**src/cartridge_bank_mapper_with_irq_top_defines.svh**
```systemverilog
// Assertion macros for the cartridge bank mapper.
`ifndef CARTRIDGE_BANK_MAPPER_WITH_IRQ_TOP_DEFINES_SVH
`define CARTRIDGE_BANK_MAPPER_WITH_IRQ_TOP_DEFINES_SVH

// Checked on the rising clock, ignored while reset is high.
`define CBM_ASSERT(label, prop, msg) \
   label: assert property (@(posedge clock) disable iff (reset) prop) else $error(msg);

// Checked on every rising clock, reset included.
`define CBM_ASSERT_ALWAYS(label, prop, msg) \
   label: assert property (@(posedge clock) prop) else $error(msg);

`endif

```
**src/cbm_pkg.sv**
```systemverilog
// Shared types, codes and constants for the cartridge bank mapper.
`default_nettype none
package cbm_pkg;

   localparam int unsigned PRESCALE_PERIOD = 341;
   localparam int unsigned PRESCALE_STEP   = 3;
   localparam int unsigned CHR_BANKS       = 8;
   localparam int unsigned CHR_IDX_W       = $clog2(CHR_BANKS);
   localparam int unsigned PRESC_W         = 10;

   localparam int unsigned CMD_W      = 3;
   localparam int unsigned ADDR_W     = 16;
   localparam int unsigned DATA_W     = 8;
   localparam int unsigned TARGET_W   = 3;
   localparam int unsigned MAPPED_W   = 18;
   localparam int unsigned CSR_IDX_W  = 2;
   localparam int unsigned CSR_DATA_W = 6;

   localparam logic [CMD_W-1:0] CMD_TICK   = 3'd0;
   localparam logic [CMD_W-1:0] CMD_CPU_RD = 3'd1;
   localparam logic [CMD_W-1:0] CMD_CPU_WR = 3'd2;
   localparam logic [CMD_W-1:0] CMD_PPU_RD = 3'd3;
   localparam logic [CMD_W-1:0] CMD_PPU_WR = 3'd4;

   localparam logic [TARGET_W-1:0] TGT_NONE    = 3'd0;
   localparam logic [TARGET_W-1:0] TGT_PRG_ROM = 3'd1;
   localparam logic [TARGET_W-1:0] TGT_PRG_RAM = 3'd2;
   localparam logic [TARGET_W-1:0] TGT_CHR_ROM = 3'd3;
   localparam logic [TARGET_W-1:0] TGT_CHR_RAM = 3'd4;
   localparam logic [TARGET_W-1:0] TGT_CIRAM   = 3'd5;

   localparam logic [CSR_IDX_W-1:0] CSR_A0_PIN     = 2'd0;
   localparam logic [CSR_IDX_W-1:0] CSR_A1_PIN     = 2'd1;
   localparam logic [CSR_IDX_W-1:0] CSR_PRG_BANKS  = 2'd2;
   localparam logic [CSR_IDX_W-1:0] CSR_CHR_KIND   = 2'd3;

   localparam logic [1:0] CHR_KIND_ROM = 2'd0;
   localparam logic [1:0] CHR_KIND_RAM = 2'd1;

   localparam logic [3:0] PAGE_PRG0      = 4'h8;
   localparam logic [3:0] PAGE_MIRROR    = 4'h9;
   localparam logic [3:0] PAGE_PRG1      = 4'ha;
   localparam logic [3:0] PAGE_CHR_FIRST = 4'hb;
   localparam logic [3:0] PAGE_CHR_1     = 4'hc;
   localparam logic [3:0] PAGE_CHR_2     = 4'hd;
   localparam logic [3:0] PAGE_CHR_LAST  = 4'he;
   localparam logic [3:0] PAGE_IRQ       = 4'hf;

   localparam logic [1:0] SEL_LATCH_LO = 2'd0;
   localparam logic [1:0] SEL_LATCH_HI = 2'd1;
   localparam logic [1:0] SEL_CTRL     = 2'd2;
   localparam logic [1:0] SEL_ACK      = 2'd3;

   localparam logic [1:0] MIR_VERT = 2'd0;
   localparam logic [1:0] MIR_HORZ = 2'd1;
   localparam logic [1:0] MIR_ONE0 = 2'd2;
   localparam logic [1:0] MIR_ONE1 = 2'd3;

   typedef struct packed {
      logic              tick;
      logic              wr_latch_lo;
      logic              wr_latch_hi;
      logic              wr_ctrl;
      logic              wr_ack;
      logic [DATA_W-1:0] data;
   } cbm_irq_ctl_type;

   typedef struct packed {
      logic pending;
      logic pending_next;
   } cbm_irq_stat_type;

   typedef struct packed {
      logic [TARGET_W-1:0] target;
      logic [MAPPED_W-1:0] mapped_address;
      logic                irq_line;
   } cbm_rsp_type;

endpackage
`default_nettype wire

```
**src/cbm_if.sv**
```systemverilog
// Request and response channel interfaces for the cartridge bank mapper.
`default_nettype none
interface cbm_req_if;
   logic                        valid;
   logic                        ready;
   logic [cbm_pkg::CMD_W-1:0]   cmd;
   logic [cbm_pkg::ADDR_W-1:0]  address;
   logic [cbm_pkg::DATA_W-1:0]  data;

   modport source (output valid, output cmd, output address, output data, input ready);
   modport sink   (input valid, input cmd, input address, input data, output ready);
endinterface

interface cbm_rsp_if;
   logic                         valid;
   logic                         ready;
   logic [cbm_pkg::TARGET_W-1:0] target;
   logic [cbm_pkg::MAPPED_W-1:0] mapped_address;
   logic                         irq_line;

   modport source (output valid, output target, output mapped_address, output irq_line,
                   input ready);
   modport sink   (input valid, input target, input mapped_address, input irq_line,
                   output ready);
endinterface
`default_nettype wire

```
**src/cartridge_bank_mapper_with_irq_top.sv**
```systemverilog
// Cartridge bank mapper with IRQ counter: decode, bank registers and response buffer.
//
//   channel   dir   handshake       beat contents
//   req_bus   in    valid/ready     cmd, address, data
//   rsp_bus   out   valid/ready     target, mapped_address, irq_line
//   csr_*     in    csr_wr_en only  csr_index, csr_wr_data
//
// One beat per cycle while ready is high; responses are held in the output register.
// Decode, bank lookup and IRQ update all sit between the request port and that register.
// A skid register behind the output keeps req_bus.ready high for one stalled response;
// ready drops only while the skid register is full.
// Reset is synchronous; it clears all state but the response data registers.
`default_nettype none
`include "cartridge_bank_mapper_with_irq_top_defines.svh"
module cartridge_bank_mapper_with_irq_top #(
   parameter int unsigned PrescalePeriod = cbm_pkg::PRESCALE_PERIOD,
   parameter int unsigned PrescaleStep   = cbm_pkg::PRESCALE_STEP
) (
   input  logic                             clock,
   input  logic                             reset,
   input  logic                             csr_wr_en,
   input  logic [cbm_pkg::CSR_IDX_W-1:0]    csr_index,
   input  logic [cbm_pkg::CSR_DATA_W-1:0]   csr_wr_data,
   cbm_req_if.sink                          req_bus,
   cbm_rsp_if.source                        rsp_bus
);

   localparam int unsigned CIW = cbm_pkg::CHR_IDX_W;

   // configuration
   logic [2:0] a0_pin_ff, a0_pin_in;
   logic [2:0] a1_pin_ff, a1_pin_in;
   logic [5:0] prg_count_ff, prg_count_in;
   logic [1:0] chr_kind_ff, chr_kind_in;

   // mapper state
   logic       prg_mode_ff, prg_mode_in;
   logic [4:0] prg_bank_ff [2];
   logic [4:0] prg_bank_in [2];
   logic [1:0] mirroring_ff, mirroring_in;
   logic [7:0] chr_bank_ff [cbm_pkg::CHR_BANKS];
   logic [7:0] chr_bank_in [cbm_pkg::CHR_BANKS];

   // output register and skid
   logic                 out_valid_ff, out_valid_in;
   logic                 skid_valid_ff, skid_valid_in;
   cbm_pkg::cbm_rsp_type out_ff, out_in;
   cbm_pkg::cbm_rsp_type skid_ff, skid_in;
   cbm_pkg::cbm_rsp_type rsp_new;

   logic                      accept;
   logic                      reg_wr;
   logic [1:0]                sel;
   logic [3:0]                page;
   logic [3:0]                chr_page_off;
   logic [CIW-1:0]            chr_wr_idx;
   logic [13:0]               paddr;
   logic [4:0]                bank_last;
   logic [4:0]                bank_second_last;
   logic [4:0]                prg_sel;
   logic [10:0]               ciram_addr;
   logic [7:0]                chr_sel;
   cbm_pkg::cbm_irq_ctl_type  irq_ctl;
   cbm_pkg::cbm_irq_stat_type irq_stat;

   assign accept        = req_bus.valid && req_bus.ready;
   assign req_bus.ready = !skid_valid_ff;

   assign sel          = {req_bus.address[a1_pin_ff], req_bus.address[a0_pin_ff]};
   assign page         = req_bus.address[15:12];
   assign reg_wr       = accept && (req_bus.cmd == cbm_pkg::CMD_CPU_WR) && req_bus.address[15];
   assign chr_page_off = page - cbm_pkg::PAGE_CHR_FIRST;
   assign chr_wr_idx   = {chr_page_off[1:0], sel[1]};
   assign paddr        = req_bus.address[13:0];

   always_comb begin
      a0_pin_in    = a0_pin_ff;
      a1_pin_in    = a1_pin_ff;
      prg_count_in = prg_count_ff;
      chr_kind_in  = chr_kind_ff;
      if (csr_wr_en) begin
         unique case (csr_index)
            cbm_pkg::CSR_A0_PIN:    a0_pin_in    = csr_wr_data[2:0];
            cbm_pkg::CSR_A1_PIN:    a1_pin_in    = csr_wr_data[2:0];
            cbm_pkg::CSR_PRG_BANKS: prg_count_in = csr_wr_data;
            cbm_pkg::CSR_CHR_KIND:  chr_kind_in  = csr_wr_data[1:0];
            default: ;
         endcase
      end
   end

   always_comb begin
      prg_mode_in  = prg_mode_ff;
      prg_bank_in  = prg_bank_ff;
      mirroring_in = mirroring_ff;
      chr_bank_in  = chr_bank_ff;
      irq_ctl      = '0;
      irq_ctl.data = req_bus.data;
      irq_ctl.tick = accept && (req_bus.cmd == cbm_pkg::CMD_TICK);
      if (reg_wr) begin
         unique case (page) inside
            cbm_pkg::PAGE_PRG0: prg_bank_in[0] = req_bus.data[4:0];
            cbm_pkg::PAGE_MIRROR: begin
               if (!sel[1]) begin
                  mirroring_in = req_bus.data[1:0];
               end else begin
                  prg_mode_in = req_bus.data[1];
               end
            end
            cbm_pkg::PAGE_PRG1: prg_bank_in[1] = req_bus.data[4:0];
            cbm_pkg::PAGE_CHR_FIRST, cbm_pkg::PAGE_CHR_1,
            cbm_pkg::PAGE_CHR_2, cbm_pkg::PAGE_CHR_LAST: begin
               if (sel[0]) begin
                  chr_bank_in[chr_wr_idx] = {req_bus.data[3:0], chr_bank_ff[chr_wr_idx][3:0]};
               end else begin
                  chr_bank_in[chr_wr_idx] = {chr_bank_ff[chr_wr_idx][7:4], req_bus.data[3:0]};
               end
            end
            cbm_pkg::PAGE_IRQ: begin
               unique case (sel)
                  cbm_pkg::SEL_LATCH_LO: irq_ctl.wr_latch_lo = 1'b1;
                  cbm_pkg::SEL_LATCH_HI: irq_ctl.wr_latch_hi = 1'b1;
                  cbm_pkg::SEL_CTRL:     irq_ctl.wr_ctrl     = 1'b1;
                  cbm_pkg::SEL_ACK:      irq_ctl.wr_ack      = 1'b1;
                  default: ;
               endcase
            end
            default: ;
         endcase
      end
   end

   cbm_irq #(
      .PrescalePeriod (PrescalePeriod),
      .PrescaleStep   (PrescaleStep)
   ) u_irq (
      .clock (clock),
      .reset (reset),
      .ctl   (irq_ctl),
      .stat  (irq_stat)
   );

   // address translation
   assign bank_last        = prg_count_ff[4:0] - 5'd1;
   assign bank_second_last = prg_count_ff[4:0] - 5'd2;
   assign chr_sel          = chr_bank_ff[paddr[12:10]];

   always_comb begin
      case (req_bus.address[14:13])
         2'b00:   prg_sel = prg_mode_ff ? bank_second_last : prg_bank_ff[0];
         2'b01:   prg_sel = prg_bank_ff[1];
         2'b10:   prg_sel = prg_mode_ff ? prg_bank_ff[0] : bank_second_last;
         default: prg_sel = bank_last;
      endcase
   end

   always_comb begin
      unique case (mirroring_ff)
         cbm_pkg::MIR_VERT: ciram_addr = {paddr[10], paddr[9:0]};
         cbm_pkg::MIR_HORZ: ciram_addr = {paddr[11], paddr[9:0]};
         cbm_pkg::MIR_ONE0: ciram_addr = {1'b0, paddr[9:0]};
         cbm_pkg::MIR_ONE1: ciram_addr = {1'b1, paddr[9:0]};
         default:           ciram_addr = {1'b0, paddr[9:0]};
      endcase
   end

   always_comb begin
      rsp_new.target         = cbm_pkg::TGT_NONE;
      rsp_new.mapped_address = '0;
      rsp_new.irq_line       = irq_stat.pending_next;
      unique case (req_bus.cmd)
         cbm_pkg::CMD_CPU_RD, cbm_pkg::CMD_CPU_WR: begin
            if (req_bus.address[15:13] == 3'b011) begin
               rsp_new.target         = cbm_pkg::TGT_PRG_RAM;
               rsp_new.mapped_address = {5'd0, req_bus.address[12:0]};
            end else if (req_bus.address[15] && (req_bus.cmd == cbm_pkg::CMD_CPU_RD)) begin
               rsp_new.target         = cbm_pkg::TGT_PRG_ROM;
               rsp_new.mapped_address = {prg_sel, req_bus.address[12:0]};
            end
         end
         cbm_pkg::CMD_PPU_RD, cbm_pkg::CMD_PPU_WR: begin
            if (paddr[13]) begin
               rsp_new.target         = cbm_pkg::TGT_CIRAM;
               rsp_new.mapped_address = {7'd0, ciram_addr};
            end else if ((chr_kind_ff == cbm_pkg::CHR_KIND_ROM)
                         && (req_bus.cmd == cbm_pkg::CMD_PPU_RD)) begin
               rsp_new.target         = cbm_pkg::TGT_CHR_ROM;
               rsp_new.mapped_address = {chr_sel, paddr[9:0]};
            end else if (chr_kind_ff == cbm_pkg::CHR_KIND_RAM) begin
               rsp_new.target         = cbm_pkg::TGT_CHR_RAM;
               rsp_new.mapped_address = {chr_sel, paddr[9:0]};
            end
         end
         default: ;
      endcase
   end

   // response register with skid
   always_comb begin
      out_in        = out_ff;
      skid_in       = skid_ff;
      out_valid_in  = out_valid_ff;
      skid_valid_in = skid_valid_ff;
      if (!out_valid_ff || rsp_bus.ready) begin
         out_valid_in  = skid_valid_ff || accept;
         skid_valid_in = 1'b0;
         out_in        = skid_valid_ff ? skid_ff : rsp_new;
      end else if (accept) begin
         skid_valid_in = 1'b1;
         skid_in       = rsp_new;
      end
   end

   always_ff @(posedge clock) begin
      if (reset) begin
         a0_pin_ff     <= 3'd0;
         a1_pin_ff     <= 3'd1;
         prg_count_ff  <= 6'd32;
         chr_kind_ff   <= cbm_pkg::CHR_KIND_ROM;
         prg_mode_ff   <= 1'b0;
         prg_bank_ff   <= '{default: '0};
         mirroring_ff  <= cbm_pkg::MIR_VERT;
         chr_bank_ff   <= '{default: '0};
         out_valid_ff  <= 1'b0;
         skid_valid_ff <= 1'b0;
      end else begin
         a0_pin_ff     <= a0_pin_in;
         a1_pin_ff     <= a1_pin_in;
         prg_count_ff  <= prg_count_in;
         chr_kind_ff   <= chr_kind_in;
         prg_mode_ff   <= prg_mode_in;
         prg_bank_ff   <= prg_bank_in;
         mirroring_ff  <= mirroring_in;
         chr_bank_ff   <= chr_bank_in;
         out_valid_ff  <= out_valid_in;
         skid_valid_ff <= skid_valid_in;
      end
   end

   always_ff @(posedge clock) begin
      out_ff  <= out_in;
      skid_ff <= skid_in;
   end

   assign rsp_bus.valid          = out_valid_ff;
   assign rsp_bus.target         = out_ff.target;
   assign rsp_bus.mapped_address = out_ff.mapped_address;
   assign rsp_bus.irq_line       = out_ff.irq_line;

   `CBM_ASSERT(a_skid_catches_stall, (out_valid_ff && !rsp_bus.ready && accept) |=> skid_valid_ff, "stalled beat not held in skid")
   `CBM_ASSERT(a_irq_rise_on_tick, $rose(irq_stat.pending) |-> $past(accept && (req_bus.cmd == cbm_pkg::CMD_TICK)), "IRQ raised without a tick")
   `CBM_ASSERT(a_none_maps_zero, (out_valid_ff && (out_ff.target == cbm_pkg::TGT_NONE)) |-> (out_ff.mapped_address == '0), "unmapped beat carries an address")
   `CBM_ASSERT_ALWAYS(a_skid_needs_out, skid_valid_ff |-> out_valid_ff, "skid full with output empty")

endmodule
`default_nettype wire

```
**src/cbm_irq.sv**
```systemverilog
// IRQ latch, counter, prescaler and pending flag.
`default_nettype none
module cbm_irq #(
   parameter int unsigned PrescalePeriod = cbm_pkg::PRESCALE_PERIOD,
   parameter int unsigned PrescaleStep   = cbm_pkg::PRESCALE_STEP
) (
   input  logic                      clock,
   input  logic                      reset,
   input  cbm_pkg::cbm_irq_ctl_type  ctl,
   output cbm_pkg::cbm_irq_stat_type stat
);

   localparam int unsigned PW = cbm_pkg::PRESC_W;
   localparam logic signed [PW:0] PRESC_SAT = -$signed((PW + 1)'(2 ** (PW - 1)));

   logic [7:0]           latch_ff, latch_in;
   logic                 cycle_mode_ff, cycle_mode_in;
   logic                 enabled_ff, enabled_in;
   logic                 ack_en_ff, ack_en_in;
   logic [7:0]           count_ff, count_in;
   logic signed [PW-1:0] presc_ff, presc_in;
   logic                 pending_ff, pending_in;

   logic signed [PW:0]   presc_dec;
   logic signed [PW:0]   presc_wrap;
   logic                 count_clk;

   always_comb begin
      latch_in      = latch_ff;
      cycle_mode_in = cycle_mode_ff;
      enabled_in    = enabled_ff;
      ack_en_in     = ack_en_ff;
      count_in      = count_ff;
      presc_in      = presc_ff;
      pending_in    = pending_ff;
      count_clk     = 1'b0;

      presc_dec  = {presc_ff[PW-1], presc_ff} - $signed((PW + 1)'(PrescaleStep));
      presc_wrap = presc_dec + $signed((PW + 1)'(PrescalePeriod));
      if (presc_wrap < PRESC_SAT) begin
         presc_wrap = PRESC_SAT;
      end

      if (ctl.tick && enabled_ff) begin
         if (cycle_mode_ff) begin
            count_clk = 1'b1;
         end else if (presc_dec <= 0) begin
            presc_in  = presc_wrap[PW-1:0];
            count_clk = 1'b1;
         end else begin
            presc_in = presc_dec[PW-1:0];
         end
      end

      if (count_clk) begin
         if (count_ff == 8'hff) begin
            count_in   = latch_ff;
            pending_in = 1'b1;
         end else begin
            count_in = count_ff + 8'd1;
         end
      end

      if (ctl.wr_latch_lo) begin
         latch_in = {latch_ff[7:4], ctl.data[3:0]};
      end
      if (ctl.wr_latch_hi) begin
         latch_in = {ctl.data[3:0], latch_ff[3:0]};
      end
      if (ctl.wr_ctrl) begin
         ack_en_in     = ctl.data[0];
         enabled_in    = ctl.data[1];
         cycle_mode_in = ctl.data[2];
         if (ctl.data[1]) begin
            count_in = latch_ff;
            presc_in = PW'(PrescalePeriod);
         end
         pending_in = 1'b0;
      end
      if (ctl.wr_ack) begin
         enabled_in = ack_en_ff;
         pending_in = 1'b0;
      end
   end

   always_ff @(posedge clock) begin
      if (reset) begin
         latch_ff      <= '0;
         cycle_mode_ff <= 1'b0;
         enabled_ff    <= 1'b0;
         ack_en_ff     <= 1'b0;
         count_ff      <= '0;
         presc_ff      <= '0;
         pending_ff    <= 1'b0;
      end else begin
         latch_ff      <= latch_in;
         cycle_mode_ff <= cycle_mode_in;
         enabled_ff    <= enabled_in;
         ack_en_ff     <= ack_en_in;
         count_ff      <= count_in;
         presc_ff      <= presc_in;
         pending_ff    <= pending_in;
      end
   end

   assign stat.pending      = pending_ff;
   assign stat.pending_next = pending_in;

endmodule
`default_nettype wire

```
**src/flat_wrapper.sv**
```systemverilog
// flat-port wrapper written by rule: the top's interface ports become plain ports
module cartridge_bank_mapper_with_irq_top_flat 
#(
   parameter int unsigned PrescalePeriod = cbm_pkg::PRESCALE_PERIOD,
   parameter int unsigned PrescaleStep   = cbm_pkg::PRESCALE_STEP
)
  (clock, reset, csr_wr_en, csr_index, csr_wr_data, req_bus_valid, req_bus_cmd, req_bus_address, req_bus_data, req_bus_ready, rsp_bus_valid, rsp_bus_target, rsp_bus_mapped_address, rsp_bus_irq_line, rsp_bus_ready);
  cbm_req_if req_bus_i ();
  cbm_rsp_if rsp_bus_i ();
  input  logic clock;
  input  logic reset;
  input  logic csr_wr_en;
  input  logic [cbm_pkg::CSR_IDX_W-1:0] csr_index;
  input  logic [cbm_pkg::CSR_DATA_W-1:0] csr_wr_data;
  input wire logic [$bits(req_bus_i.valid)-1:0] req_bus_valid;
  input wire logic [$bits(req_bus_i.cmd)-1:0] req_bus_cmd;
  input wire logic [$bits(req_bus_i.address)-1:0] req_bus_address;
  input wire logic [$bits(req_bus_i.data)-1:0] req_bus_data;
  output wire logic [$bits(req_bus_i.ready)-1:0] req_bus_ready;
  output wire logic [$bits(rsp_bus_i.valid)-1:0] rsp_bus_valid;
  output wire logic [$bits(rsp_bus_i.target)-1:0] rsp_bus_target;
  output wire logic [$bits(rsp_bus_i.mapped_address)-1:0] rsp_bus_mapped_address;
  output wire logic [$bits(rsp_bus_i.irq_line)-1:0] rsp_bus_irq_line;
  input wire logic [$bits(rsp_bus_i.ready)-1:0] rsp_bus_ready;
  assign req_bus_i.valid = req_bus_valid;
  assign req_bus_i.cmd = req_bus_cmd;
  assign req_bus_i.address = req_bus_address;
  assign req_bus_i.data = req_bus_data;
  assign req_bus_ready = req_bus_i.ready;
  assign rsp_bus_valid = rsp_bus_i.valid;
  assign rsp_bus_target = rsp_bus_i.target;
  assign rsp_bus_mapped_address = rsp_bus_i.mapped_address;
  assign rsp_bus_irq_line = rsp_bus_i.irq_line;
  assign rsp_bus_i.ready = rsp_bus_ready;
  cartridge_bank_mapper_with_irq_top #(.PrescalePeriod(PrescalePeriod), .PrescaleStep(PrescaleStep)) u_core (.clock(clock), .reset(reset), .csr_wr_en(csr_wr_en), .csr_index(csr_index), .csr_wr_data(csr_wr_data), .req_bus(req_bus_i), .rsp_bus(rsp_bus_i));
endmodule
```
**config.mk**
```make
export PLATFORM = sky130hd
export DESIGN_NAME = cartridge_bank_mapper_with_irq_top_flat
export DESIGN_NICKNAME = d
export VERILOG_FILES = /design/src/cbm_pkg.sv /design/src/cbm_if.sv /design/src/cartridge_bank_mapper_with_irq_top.sv /design/src/cbm_irq.sv /design/src/flat_wrapper.sv
export VERILOG_INCLUDE_DIRS = /design/src /design/src/src
export SDC_FILE = /design/constraint.sdc
export NUM_CORES = 1
export LEC_CHECK = 0
export ABC_CLOCK_PERIOD_IN_PS = 3800
export BUFFER_PORTS_ARGS = -buffer_cell sky130_fd_sc_hd__buf_2
export CAP_MARGIN = 20
export CORE_MARGIN = 5
export CORE_UTILIZATION = 34
export DETAILED_ROUTE_END_ITERATION = 6
export PLACE_DENSITY = 0.46
export SETUP_SLACK_MARGIN = 0.15
export SLEW_MARGIN = 30
export SYNTH_ARGS = -nofsm -noshare
export SYNTH_HDL_FRONTEND = slang
export SYNTH_SLANG_ARGS = --single-unit
```
**constraint.sdc**
```tcl
create_clock -name clock -period 3.8 [get_ports clock]
set_input_delay 0.76 -clock clock [delete_from_list [all_inputs] [get_ports clock]]
set_output_delay 0.76 -clock clock [all_outputs]
set_load 0.02 [all_outputs]
```
Word-level counts from Yosys, hierarchy flattened:

Index checks and enable logic that the tools add are counted.
Widths: inputs -> output; s select.

* bits in registers: 166
* output and inout bits: 24
* logic and storage cells: 163

* add/subtract/negate cells: 6
* magnitude comparators: 7
* eq/ne operators: 26
* multiplexer cells: 53
* bitwise operators: 5
* reduce and logical (&&, ||, !) cells: 34

Operators by type and width (count)
* $bwmux 64: 2
* $mux 21: 4
* $mux 8: 10
* $mux 64: 1
* $mux 10: 6
* $bmux 8 s3: 2
* $pmux 11 s4: 1
* $pmux 21 s2: 1
* $eq 4x4->1 const B: 8
* $demux 8 s3: 1
* $mux 22: 1
* $mux 19: 1
* $reduce_and 2->1: 9
* $mux 1: 15
* $pmux 5 s3: 1
* $eq 2x2->1 const B: 7
* $mux 4: 3
* $add 11x10->11 const B: 1
* $le 11x1->1 const B: 1
* $lt 11x10->1 const B: 1
* $sub 10x3->11 const B: 1
* $eq 2x1->1 const B: 5
* $logic_not 2->1: 5
* $lt 3x5->1 const B: 2
* 22 further kinds: 42

Longest topological paths before layout:

Gate-level depths: netlist of the first run.

* depth in word-level cells: 9
* mapped depth: 13

By module:

From an unflattened synthesis of the first run, not the netlist that was laid out.

* cells, all modules: 1038
* area, all modules: 10229.8 sq um

Modules (own cells, without submodules)
* cartridge_bank_mapper_with_irq_top: times used 1, cells an instance 770, area an instance 8096.5 sq um, seq. area each 3163.0 sq um
* cbm_irq: times used 1, cells an instance 268, area an instance 2133.3 sq um, seq. area each 600.6 sq um

Worst setup path before layout of the first run:

No wires, ideal clock.

* path kind: input port to flip-flop
* from: in rsp_bus_ready
* to: reg u_core.skid_ff[0] (netlist name), enable pin
* library setup time: 433 ps
* arrival: 3122 ps
* setup slack: 244 ps
* cell stages on the path: 2
* path buffers: 0
* cells stage by stage: nand2b_1 -> nor3b_1

* cells in the longest elaborated chain, start to end: 3

Ends and longest elaborated chain
* start, declared: line flat_wrapper.sv:24 `input wire logic [$bits(rsp_bus_i.ready)-1:0] rsp_bus_ready;`
* $logic_or 1x1->1: line cartridge_bank_mapper_with_irq_top.sv:204 `if (!out_valid_ff || rsp_bus.ready) begin`
* $not 1->1 (no source line)
* $reduce_and 2->1 (no source line)
* end signal, assigned: line cartridge_bank_mapper_with_irq_top.sv:242 `skid_ff <= skid_in;`
* end, declared: line cartridge_bank_mapper_with_irq_top.sv:48 `cbm_pkg::cbm_rsp_type skid_ff, skid_in;`

Every way passes these cells.
A chain may end at the register's enable or synchronous reset.

Worst setup path in the final report of the first run:

* from: in req_bus_cmd[0]
* to: reg u_core.chr_bank_ff[36] (netlist name)

* cells in the longest elaborated chain, start to end: 4

Ends and longest elaborated chain
* start, declared: line flat_wrapper.sv:16 `input wire logic [$bits(req_bus_i.cmd)-1:0] req_bus_cmd;`
* $eq 3x2->1: line cartridge_bank_mapper_with_irq_top.sv:71 `assign reg_wr = accept && (req_bus.cmd == cbm_pkg::CMD_CPU_WR) && req_bus.address[15];`
* $logic_and 1x1->1 (2 in a row): line cartridge_bank_mapper_with_irq_top.sv:71
* $reduce_and 2->1 (no source line)
* end signal, assigned: line cartridge_bank_mapper_with_irq_top.sv:234 `chr_bank_ff <= chr_bank_in;`
* end, declared: line cartridge_bank_mapper_with_irq_top.sv:41 `logic [7:0] chr_bank_ff [cbm_pkg::CHR_BANKS];`

Every way passes these cells.

==> metrics, run 1 <==
status=finished clean; Crit Path Category=in2reg; top cell type's share of synthesized area=27.0%; Routed wire per std cell=19.8 um; fin crit period=3.07 ns; max-slew violation count=0; max-cap viol count=0; register area=0.00376 mm2; Fmax=0.325 GHz; final setup margin=0.727 ns; Multi-input gate area=0.00496 mm2; Synth-to-Final Area Change=14.9%; Slew @ Worst Pin=0.740 ns; antenna viol nets, final=0; setup TNS=0 ns; CTS buffer count=17; global-route wire length before repair=41700 um; final hold vios=0; Die ar.=0.0299 mm2; Fill cells=2660; Post-Place Worst Slack=0.272 ns; Placed Area=0.00978 mm2; Via density=5.57; Post-synth EDFFs=44; clk root buf=clkbuf_16; fin area=0.0104 mm2; ranking of synthesized cells by area=dfxtp_1 27%, edfxtp_1 15%, mux4_2 9.0%, mux2i_1 4.8%, nand3_1 4.7%; ys flop type=dfxtp_1; core area=0.0261 mm2; DRC Markers=0; critical path endpoint category=flip-flop; pwr/cell area=384 mW/mm2; CTS max path bufs=2; register bit total from synthesis=166; Mean Syn Cell Area=9.77 um2; DR iter-0 viols=688; Slew HR=49.2%; Seq/Total Area, Yosys=41.7%; vias in the first global route=7128; Die W=173 um; n_diodes=0; # nets final=1027; Hold WS=0.454 ns; # setup viols final=0; Async SR Flop Fraction=0%; Post-Route Utilization=39.7%; clk slew on worst S/H paths=0.07 ns; port bufs=59; RSZ-0062 raised after global routing=false; htree depth=4; detailed placement HPWL=17800 um; DRT Pass-1 Iters=6; IO Pins=64; CTS Sinks=166; skew final=0.0165 ns; Post-CTS Setup Inserts=0; number of cells after detailed placement=1291; Tcrit/Tclk final=80.9%; Hold WC Path Type=reg2reg; Mapped Cells=925; highest fanout seen on the critical path=13; Synth warnings=0; gr usage total=17.2%; WP data required=4.09 ns; via count=7365; startpoint types=primary input; GPL Wtd Cong=0.826; post-synth top area cell=dfxtp_1; site row count=59; worst vdd ir=262 uV; CP arrival=3.37 ns; clock latency at the later pin of the worst-skew pair=0.44 ns; CTS tree=built; drt total wl=26200 um; Distinct cells, synth=74; fin cells=1323; highest-count cells in the layout ignoring fill and taps=122 x dfxtp_1, 88 x nor2_1, 84 x nand3_1; Post-CTS Hold Fix Bufs=0; Synth Net Count=977; Power Total=3.98 mW; Leak=3.82 nW; global route overflow=0; share of layout cells above drive strength 1=21.0%; height of the die=173 um; initial antenna violation count=1; Synth Cell Area=0.00903 mm2; cts repair resizes=0; Starting Density=34.6%; most common cell after layout, fill and taps aside=dfxtp_1; largest net degree at the start of global routing=53
sequential cells by signal, summed over array words and instances, names as in the netlist, 2 cells and up:
name	count
u_core.prg_count_ff	5
u_core.mirroring_ff	2
u_core.prg_bank_ff	10
u_core.chr_kind_ff	2
u_core.rsp_bus.mapped_address	18
u_core.u_irq.count_ff	8
u_core.u_irq.latch_ff	8
u_core.rsp_bus.target	3
u_core.skid_ff	22
u_core.u_irq.presc_ff	10
u_core.a0_pin_ff	3
u_core.a1_pin_ff	3
u_core.chr_bank_ff	64
worst paths after layout:
check,start,end,slack [ns],cells after the start
worst min-delay path,u_core.prg_bank_ff[0],u_core.prg_bank_ff[0],0.45,2
worst max register to register,u_core.u_irq.presc_ff[2],u_core.u_irq.presc_ff[3],0.73,10
worst min register to register,u_core.prg_bank_ff[0],u_core.prg_bank_ff[0],0.45,2
worst max-delay path,req_bus_cmd[0],u_core.chr_bank_ff[36],0.73,9
logic make-up (layout without fill, tap and decap cells):
kind of cell / after synthesis / in the layout / share of synthesized area, %
AOI/OAI and AO/OA: 222 / 222 / 17.1
xor gates and xnor gates: 17 / 17 / 1.73
adders and majority gates: 12 / 12 / 1.66
buffers and inverters: 76 / 139 / 3.43
DFF: 166 / 166 / 41.7
muxes: 100 / 100 / 16.4
and+or+nand+nor: 332 / 332 / 18.0
where the power goes:
part	leakage (nW)	internal, mW	switching (mW)
combinational	2.11	0.119	0.223
clock	0.291	0.894	0.886
sequential	1.42	1.85	0.0132
total	3.82	2.86	1.12
metal layers:
layer | part of all wire [%] | track usage (%)
met1 | 50 | 25.0
met2 | 47 | 27.3
met3 | 3.1 | 2.62
met4 | 0.68 | 3.53
met5 | 0 | 0
worst max-delay path, stage by stage:
cell and delay [ns]:
buf_2 0.16, nor3b_1 0.41, nand3_1 0.30, or3_1 0.51, nor2_2 0.32, nand2_1 0.39, buf_4 0.30, nand3_1 0.09
o221ai_1 0.11
cell type report:
type / count / area share [%]
clock buffer: 17 / 4.10
tap: 335 / 4.04
inverter: 15 / 0.542
multi-input combinational: 683 / 47.8
sequential: 166 / 36.2
clock inverter: 15 / 1.66
timing repair buffer: 92 / 5.59
synthesized netlist by cell type (all sizes together), types with 2 or more instances:
library cell  count
nor2             90
a31o              2
mux4             36
nor2b            17
a221o             2
mux2             20
a21o              4
and2              3
or3               8
nand3b            5
or2               4
dfxtp           122
nor4b             2
o21bai            4
buf              17
clkbuf           44
nand2            70
nor4              6
o22ai            26
inv              14
o21a              3
a21oi            64
edfxtp           44
xor2              7
nor3b             7
ha               12
mux2i            44
and3              8
nand3            85
nor3             13
or4               2
nand2b            6
a32o              2
o221ai           42
o211ai            3
a2111oi           2
nand4             4
a311oi            2
o21ai            31
a211oi           11
xnor2            10
o31ai             4
a31oi            12
Power figures use the tool's default switching activity.
==> run 2, diff against run 1 <==
Settings changed: ABC_AREA set to 1, ABC_CLOCK_PERIOD_IN_PS 3800 to 3100.
Clock period 3.8 ns to 3.1 ns, I/O delays scaled along.
==> run 2 against run 1 <==
Compared with the run above: synthesized cell count is 45% higher; cell area is 3.3% higher; hold slack worse by 0.020 ns; worst setup slack worse by 0.089 ns; register-to-register slack worse by 0.09 ns; largest power group unchanged; global-route usage is 1.8 points higher; die area is 3.8% higher.
==> metrics, run 2 <==
Via density=5.04 (-9.5%); Post-CTS Setup Inserts=0 (unchanged); Leak=4.42 nW (+16%); setup TNS=0 ns (unchanged); Synth-to-Final Area Change=14.1%; FF-to-FF setup slack=0.64 ns (-0.09 ns); Seq/Total Area, Yosys=40.1% (-1.6 points); most common cell after layout, fill and taps aside=nand2_1; met3 WL post-DR=1290 um (+59%); DR iter-0 viols=736 (+7.0%); Synth warnings=0 (unchanged); Hold WC Path Type=in2reg; drt total wl=29600 um (+13%); Hold EP=u_core.prg_count_ff[3]; DRT Pass-1 Iters=5 (-1); height of the die=176 um (+1.9%); port bufs=59 (unchanged); max-cap viol count=0 (unchanged); critical path endpoint category=flip-flop; antenna viol nets, final=0 (unchanged); CTS buffer count=17 (unchanged); Mapped Cells=1344 (+45%); RSZ-0062 raised after global routing=false; DRC Markers=0 (unchanged); Reg2Reg Depth=17 (+7); IO Pins=64 (unchanged); largest net degree at the start of global routing=104 (+96%); final hold vios=0 (unchanged); global route overflow=0 (unchanged); initial antenna violation count=0 (-1); CTS max path bufs=2 (unchanged); Synth top cells by count=290 x nand2_1, 187 x nor2_1, 173 x o21ai_0, 133 x a21oi_1, 122 x dfxtp_1; clk root buf=clkbuf_16; WP data required=3.40 ns (-0.69 ns); share of layout cells above drive strength 1=13.3% (-7.7 points); max-slew violation count=0 (unchanged); Largest Register=u_core.chr_bank_ff; clock latency at the later pin of the worst-skew pair=0.44 ns (about the same); Tcrit/Tclk final=79.4%; max reg flops=64 (unchanged); CP arrival=2.76 ns (-0.61 ns); htree depth=4 (unchanged); startpoint types=flip-flop; global-route wire length before repair=47200 um (+13%); highest-count cells in the layout ignoring fill and taps=290 x nand2_1, 186 x nor2_1, 173 x o21ai_0; Mean Syn Cell Area=6.99 um2 (-28%); gr usage total=19.0% (+1.8 points); GPL Wtd Cong=0.830 (+0.47%); worst vdd ir=284 uV (+8.4%); ys flop type=dfxtp_1; site row count=60 (+1.7%); via count=8970 (+22%); top cell type's share of synthesized area=26.0% (-1.0 points); Die W=176 um (+1.9%); post-synth top area cell=dfxtp_1; Post-synth EDFFs=44 (unchanged); FF-to-FF Start=u_core.u_irq.presc_ff[2]; cts repair resizes=0 (unchanged); CTS Sinks=166 (unchanged); worst flop-to-flop path endpoint=u_core.rsp_bus.irq_line; vias in the first global route=8379 (+18%); Met2 Wirelength=13500 um (+10%); ranking of synthesized cells by area=dfxtp_1 26%, edfxtp_1 14%, nand2_1 12%, o21ai_0 9.2%, nor2_1 7.5%; Starting Density=34.7% (+0.094 points); top-count cell post-synth=nand2_1; Post-Route Utilization=39.6% (-0.17 points); skew final=0.0157 ns (-0.000865 ns); fin crit period=2.46 ns; met1 WL=14600 um (+12%); Post-CTS Hold Fix Bufs=0 (unchanged); clk slew on worst S/H paths=0.07 ns (about the same); # setup viols final=0 (unchanged); register bit total from synthesis=166 (unchanged); Fill cells=2887 (+8.5%); Synth Cell Area=0.00939 mm2 (+4.0%); Slew HR=49.2% (about the same); uppermost layer routed=met4; Fmax=0.406 GHz; status=finished clean; Distinct cells, synth=50 (-32%); Routed wire per std cell=16.6 um (-16%); Hold Crit Start=csr_wr_data[3]; detailed placement HPWL=21100 um (+18%); pwr/cell area=473 mW/mm2 (+23%); Crit Path Category=reg2reg; # nets final=1448 (+41%); Synth Net Count=1396 (+43%); core area=0.0271 mm2 (+3.7%); Async SR Flop Fraction=0% (unchanged); Slew @ Worst Pin=0.759 ns (+0.0189 ns); WHS Path Cells=3 (+1); n_diodes=0 (unchanged); Die ar.=0.0311 mm2 (+3.8%); highest fanout seen on the critical path=14 (+1); CTS tree=built
==> run 2: cell count changes in the layout (fill, tap and decap cells not counted), sizes merged, moves of 10 or more <==
cell | before | now
nand2 | 70 | 309
o21ai | 31 | 182
nor2 | 90 | 203
inv | 23 | 132
a21oi | 64 | 135
mux2i | 44 | 0
mux4 | 36 | 0
o221ai | 42 | 14
o22ai | 26 | 0
mux2 | 20 | 0
nor2b | 17 | 0
o211ai | 3 | 18
a211oi | 11 | 1
buf | 92 | 82
==> run 2: power breakdown <==
group	switching, mW	internal (mW)	leakage, nW
clock network	1.07	1.09	0.287
logic	0.456	0.163	2.70
registers	0.0182	2.27	1.43
==> run 2: routing by layer <==
layer / track usage [%] / vias up
li1: - / 4594
met1: 27.2 / 4148
met2: 30.1 / 212
met3: 3.28 / 16
met4: 3.93 / 0
met5: 0 / -
==> run 2: worst max-delay path by stage <==
| stage | cells past startpoint | slack [ns] | startpoint | endpoint |
|---|---|---|---|---|
| after floorplan | 3 | 0.49 | rsp_bus_ready | u_core.skid_ff[0] |
| after global placement | 11 | 0.47 | req_bus_address[1] | u_core.u_irq.presc_ff[7] |
| after detailed placement | 14 | 0.45 | req_bus_address[1] | u_core.chr_bank_ff[35] |
| after CTS | 17 | 0.63 | u_core.u_irq.presc_ff[2] | u_core.rsp_bus.irq_line |
| after global routing | 17 | 0.41 | u_core.u_irq.presc_ff[2] | u_core.rsp_bus.irq_line |
| final | 17 | 0.64 | u_core.u_irq.presc_ff[2] | u_core.rsp_bus.irq_line |
==> run 2: layout make-up <==
type	count	area [um2]	area share [%]
well taps	372	465	4.34
repair buffers	82	493	4.60
multi-input cells	1003	4920	45.9
clock buffers	17	425	3.97
flip-flops and latches	166	3760	35.1
inverters	126	480	4.48
clock inverters	15	171	1.60
==> run 2: metrics by stage <==
stage	hold slack (ns)	total power [mW]	worst slack, ns	instance area (um2)	cells
3_5_place_dp	0.460	2.96	0.452	10100	1749
5_1_grt	0.453	5.29	0.405	10700	1781
6_report	0.434	5.07	0.638	10700	1781
2_1_floorplan	0.436	2.72	0.488	9390	1344
3_3_place_gp	0.456	2.96	0.469	10100	1749
4_1_cts	0.435	5.12	0.635	10700	1781
==> run 2: logic make-up after synthesis <==
kind of cell | count (synthesis) | synth area share, %
buffers and inverters | 175 | 7.58
AND/OR/NAND/NOR | 619 | 28.6
XOR/XNOR | 10 | 1.01
AO/OA/AOI/OAI | 362 | 21.1
flip-flops | 166 | 40.1
adder cells (fa/ha/maj) | 12 | 1.60
==> run 2: critical path: stages, from the launching register on <==
cell	delay [ns]
dfxtp_1	0.44
inv_2	0.10
ha_1	0.19
nand2_2	0.12
nand2_2	0.10
nand2_1	0.08
nand2_2	0.10
nor2_1	0.13
nand3_1	0.08
nor2_1	0.12
nand2_2	0.07
nand2_4	0.18
inv_2	0.08
nand2_4	0.07
nand2_4	0.11
o21ai_2	0.15
nand2_2	0.09
o21ai_2	0.11
==> run 3, diff against run 2 <==
Settings changed: ABC_AREA 1 to 0, ABC_CLOCK_PERIOD_IN_PS 3100 to 2300.
Clock period 3.1 ns to 2.3 ns, I/O delays scaled along.
==> run 3 against run 2 <==
Compared with the run above: clock-buffer cell count unchanged; the run now ends with negative setup slack left; core utilization increased by 11 points; global-route usage about the same; critical endpoint is now u_core.u_irq.presc_ff[5]; hold slack got worse by 0.17 ns; cell area increased by 22%; critical path depth decreased by 8; sequential share of layout area decreased by 6.3 points; highest routed layer unchanged.
==> metrics, run 3 (synthesis results as in run 1) <==
status=finished, violations left; failing checks=negative setup slack; core area=0.0261 mm2 (-3.6%); gr usage total=19.0% (+0.024 points); via count=8197 (-8.6%); DRC Markers=0 (unchanged); highest-count cells in the layout ignoring fill and taps=158 x buf_4, 116 x dfxtp_1, 73 x nor2_1; detailed placement HPWL=20300 um (-3.9%); fin area=0.0131 mm2 (+22%); max-cap viol count=0 (unchanged); Hold WC Path Type=in2reg; Placed Area=0.0113 mm2 (+12%); Slew @ Worst Pin=0.806 ns (+0.0468 ns); largest net degree at the start of global routing=53 (-49%); met3 GRT Util=2.90% (-0.37 points); critical path endpoint category=flip-flop; DRT Pass-1 Iters=5 (unchanged); setup TNS=-3.81 ns (-3.81 ns); skew final=0.0192 ns (+0.00355 ns); CP Cell Sequence=ha_4 -> or4_4 -> o21a_1 -> a221o_1 -> nor2_1 -> a31oi_2 -> nand3_4 -> o21ai_1 -> a21o_1; startpoint types=flip-flop; crit path from=u_core.u_irq.presc_ff[1]; height of the die=173 um (-1.8%); final hold vios=0 (unchanged); initial antenna violation count=0 (unchanged); Post-Place Worst Slack=-0.314 ns (-0.767 ns); Die ar.=0.0299 mm2 (-3.6%); global route overflow=0 (unchanged); Post-CTS Hold Fix Bufs=0 (unchanged); Hold Crit Start=csr_wr_data[3]; CTS tree=built; clk root buf=clkbuf_16; CTS max path bufs=2 (unchanged); Largest Register=u_core.chr_bank_ff; IO Pins=64 (unchanged); Most Crowded Layer GR=met2; GPL Wtd Cong=0.807 (-2.7%); Fmax=0.401 GHz (-1.3%); worst vdd ir=432 uV (+52%); clock latency at the later pin of the worst-skew pair=0.44 ns (about the same); Via density=5.48 (+8.9%); CTS Sinks=166 (unchanged); clk slew on worst S/H paths=0.08 ns (about the same); global-route wire length before repair=45700 um (-3.1%); share of layout cells above drive strength 1=47.8% (+35 points); pwr/cell area=523 mW/mm2 (+11%); met2 GRT Util=30.8% (+0.74 points); fin crit period=2.49 ns (+0.0314 ns); drt total wl=29400 um (-0.81%); n_diodes=0 (unchanged); max reg flops=64 (unchanged); # setup viols final=53 (+53); CP arrival=2.82 ns (+0.06 ns); Synth-to-Final Area Change=45.1%; Die W=173 um (-1.8%); highest fanout seen on the critical path=7 (-7); WP data required=2.63 ns (-0.77 ns); Slew HR=46.3% (-2.9 points); # nets final=1199 (-17%); register area=0.00378 mm2 (+0.40%); port bufs=59 (unchanged); Multi-input gate area=0.00613 mm2 (+25%); DR iter-0 viols=502 (-32%); final setup margin=-0.194 ns (-0.831 ns); antenna viol nets, final=0 (unchanged); RSZ-0062 raised after global routing=true; grt met1 use=26.7% (-0.49 points); Critical Path Slowest Stage Cell=or4_4; Crit path largest cell delay=0.45 ns (about the same); CTS buffer count=17 (unchanged); Crit Path Category=reg2reg; Starting Density=34.6% (-0.094 points); site row count=59 (-1.7%); Routed wire per std cell=19.6 um (+18%); htree depth=4 (unchanged); vias in the first global route=8087 (-3.5%); Fill cells=2436 (-16%); max-slew violation count=0 (unchanged); Hold WS=0.264 ns (-0.170 ns); FF-to-FF Start=u_core.u_irq.presc_ff[1]; Leak=4.95 nW (+12%); Tcrit/Tclk final=108% (+29 points); most common cell after layout, fill and taps aside=buf_4
run 3: cell type report:
type	count	area share, %
tap	335	3.20
sequential	166	28.8
clock buffer	17	3.25
inverter	15	0.620
multi-input combinational	687	46.8
clock inverter	15	1.58
timing repair buffer	260	15.8
run 3: power breakdown:
group	internal, mW	switching (mW)
combinational	0.322	0.446
sequential	3.05	0.0220
clock	1.51	1.50
total	4.88	1.97
run 3: layer usage:
| layer | wire [um] | share of wire, % | up-vias |
|---|---|---|---|
| li1 | - | - | 4004 |
| met1 | 14000 | 48 | 4011 |
| met2 | 14000 | 48 | 158 |
| met3 | 998 | 3.4 | 24 |
| met4 | 404 | 1.4 | 0 |
| met5 | 0 | 0 | - |
run 3: worst paths after layout:
check / end / slack, ns / cells after the start
setup / recovery: u_core.u_irq.presc_ff[5] / -0.19 / 9
hold / removal: u_core.prg_count_ff[3] / 0.26 / 3
hold reg to reg: u_core.prg_bank_ff[0] / 0.46 / 2
setup reg to reg: u_core.u_irq.presc_ff[5] / -0.19 / 9
run 3: what timing repair did:
item / CTS / global route
setup endpoints to repair: 85 / 89
pin swaps: 48 / 25
gates resized for setup: 95 / 92
buffers inserted: 20 / 11
cloned: 0 / 5
run 3: per-stage QoR:
stage,std cells,utilization [%],total power [mW]
global route,1495,50.2,7.14
detailed placement,1427,43.3,3.86
global placement,1427,43.3,3.85
CTS,1479,47.9,6.91
floorplan,925,-,3.55
finish,1495,50.2,6.85
run 3: worst max-delay path: cells and delay by family, from the launching register on:
family                   cells  cell delay (ns)
flip-flops                   1             0.38
AO/OA/AOI/OAI                5             1.06
adder cells (fa/ha/maj)      1             0.18
AND/OR/NAND/NOR              3             0.79
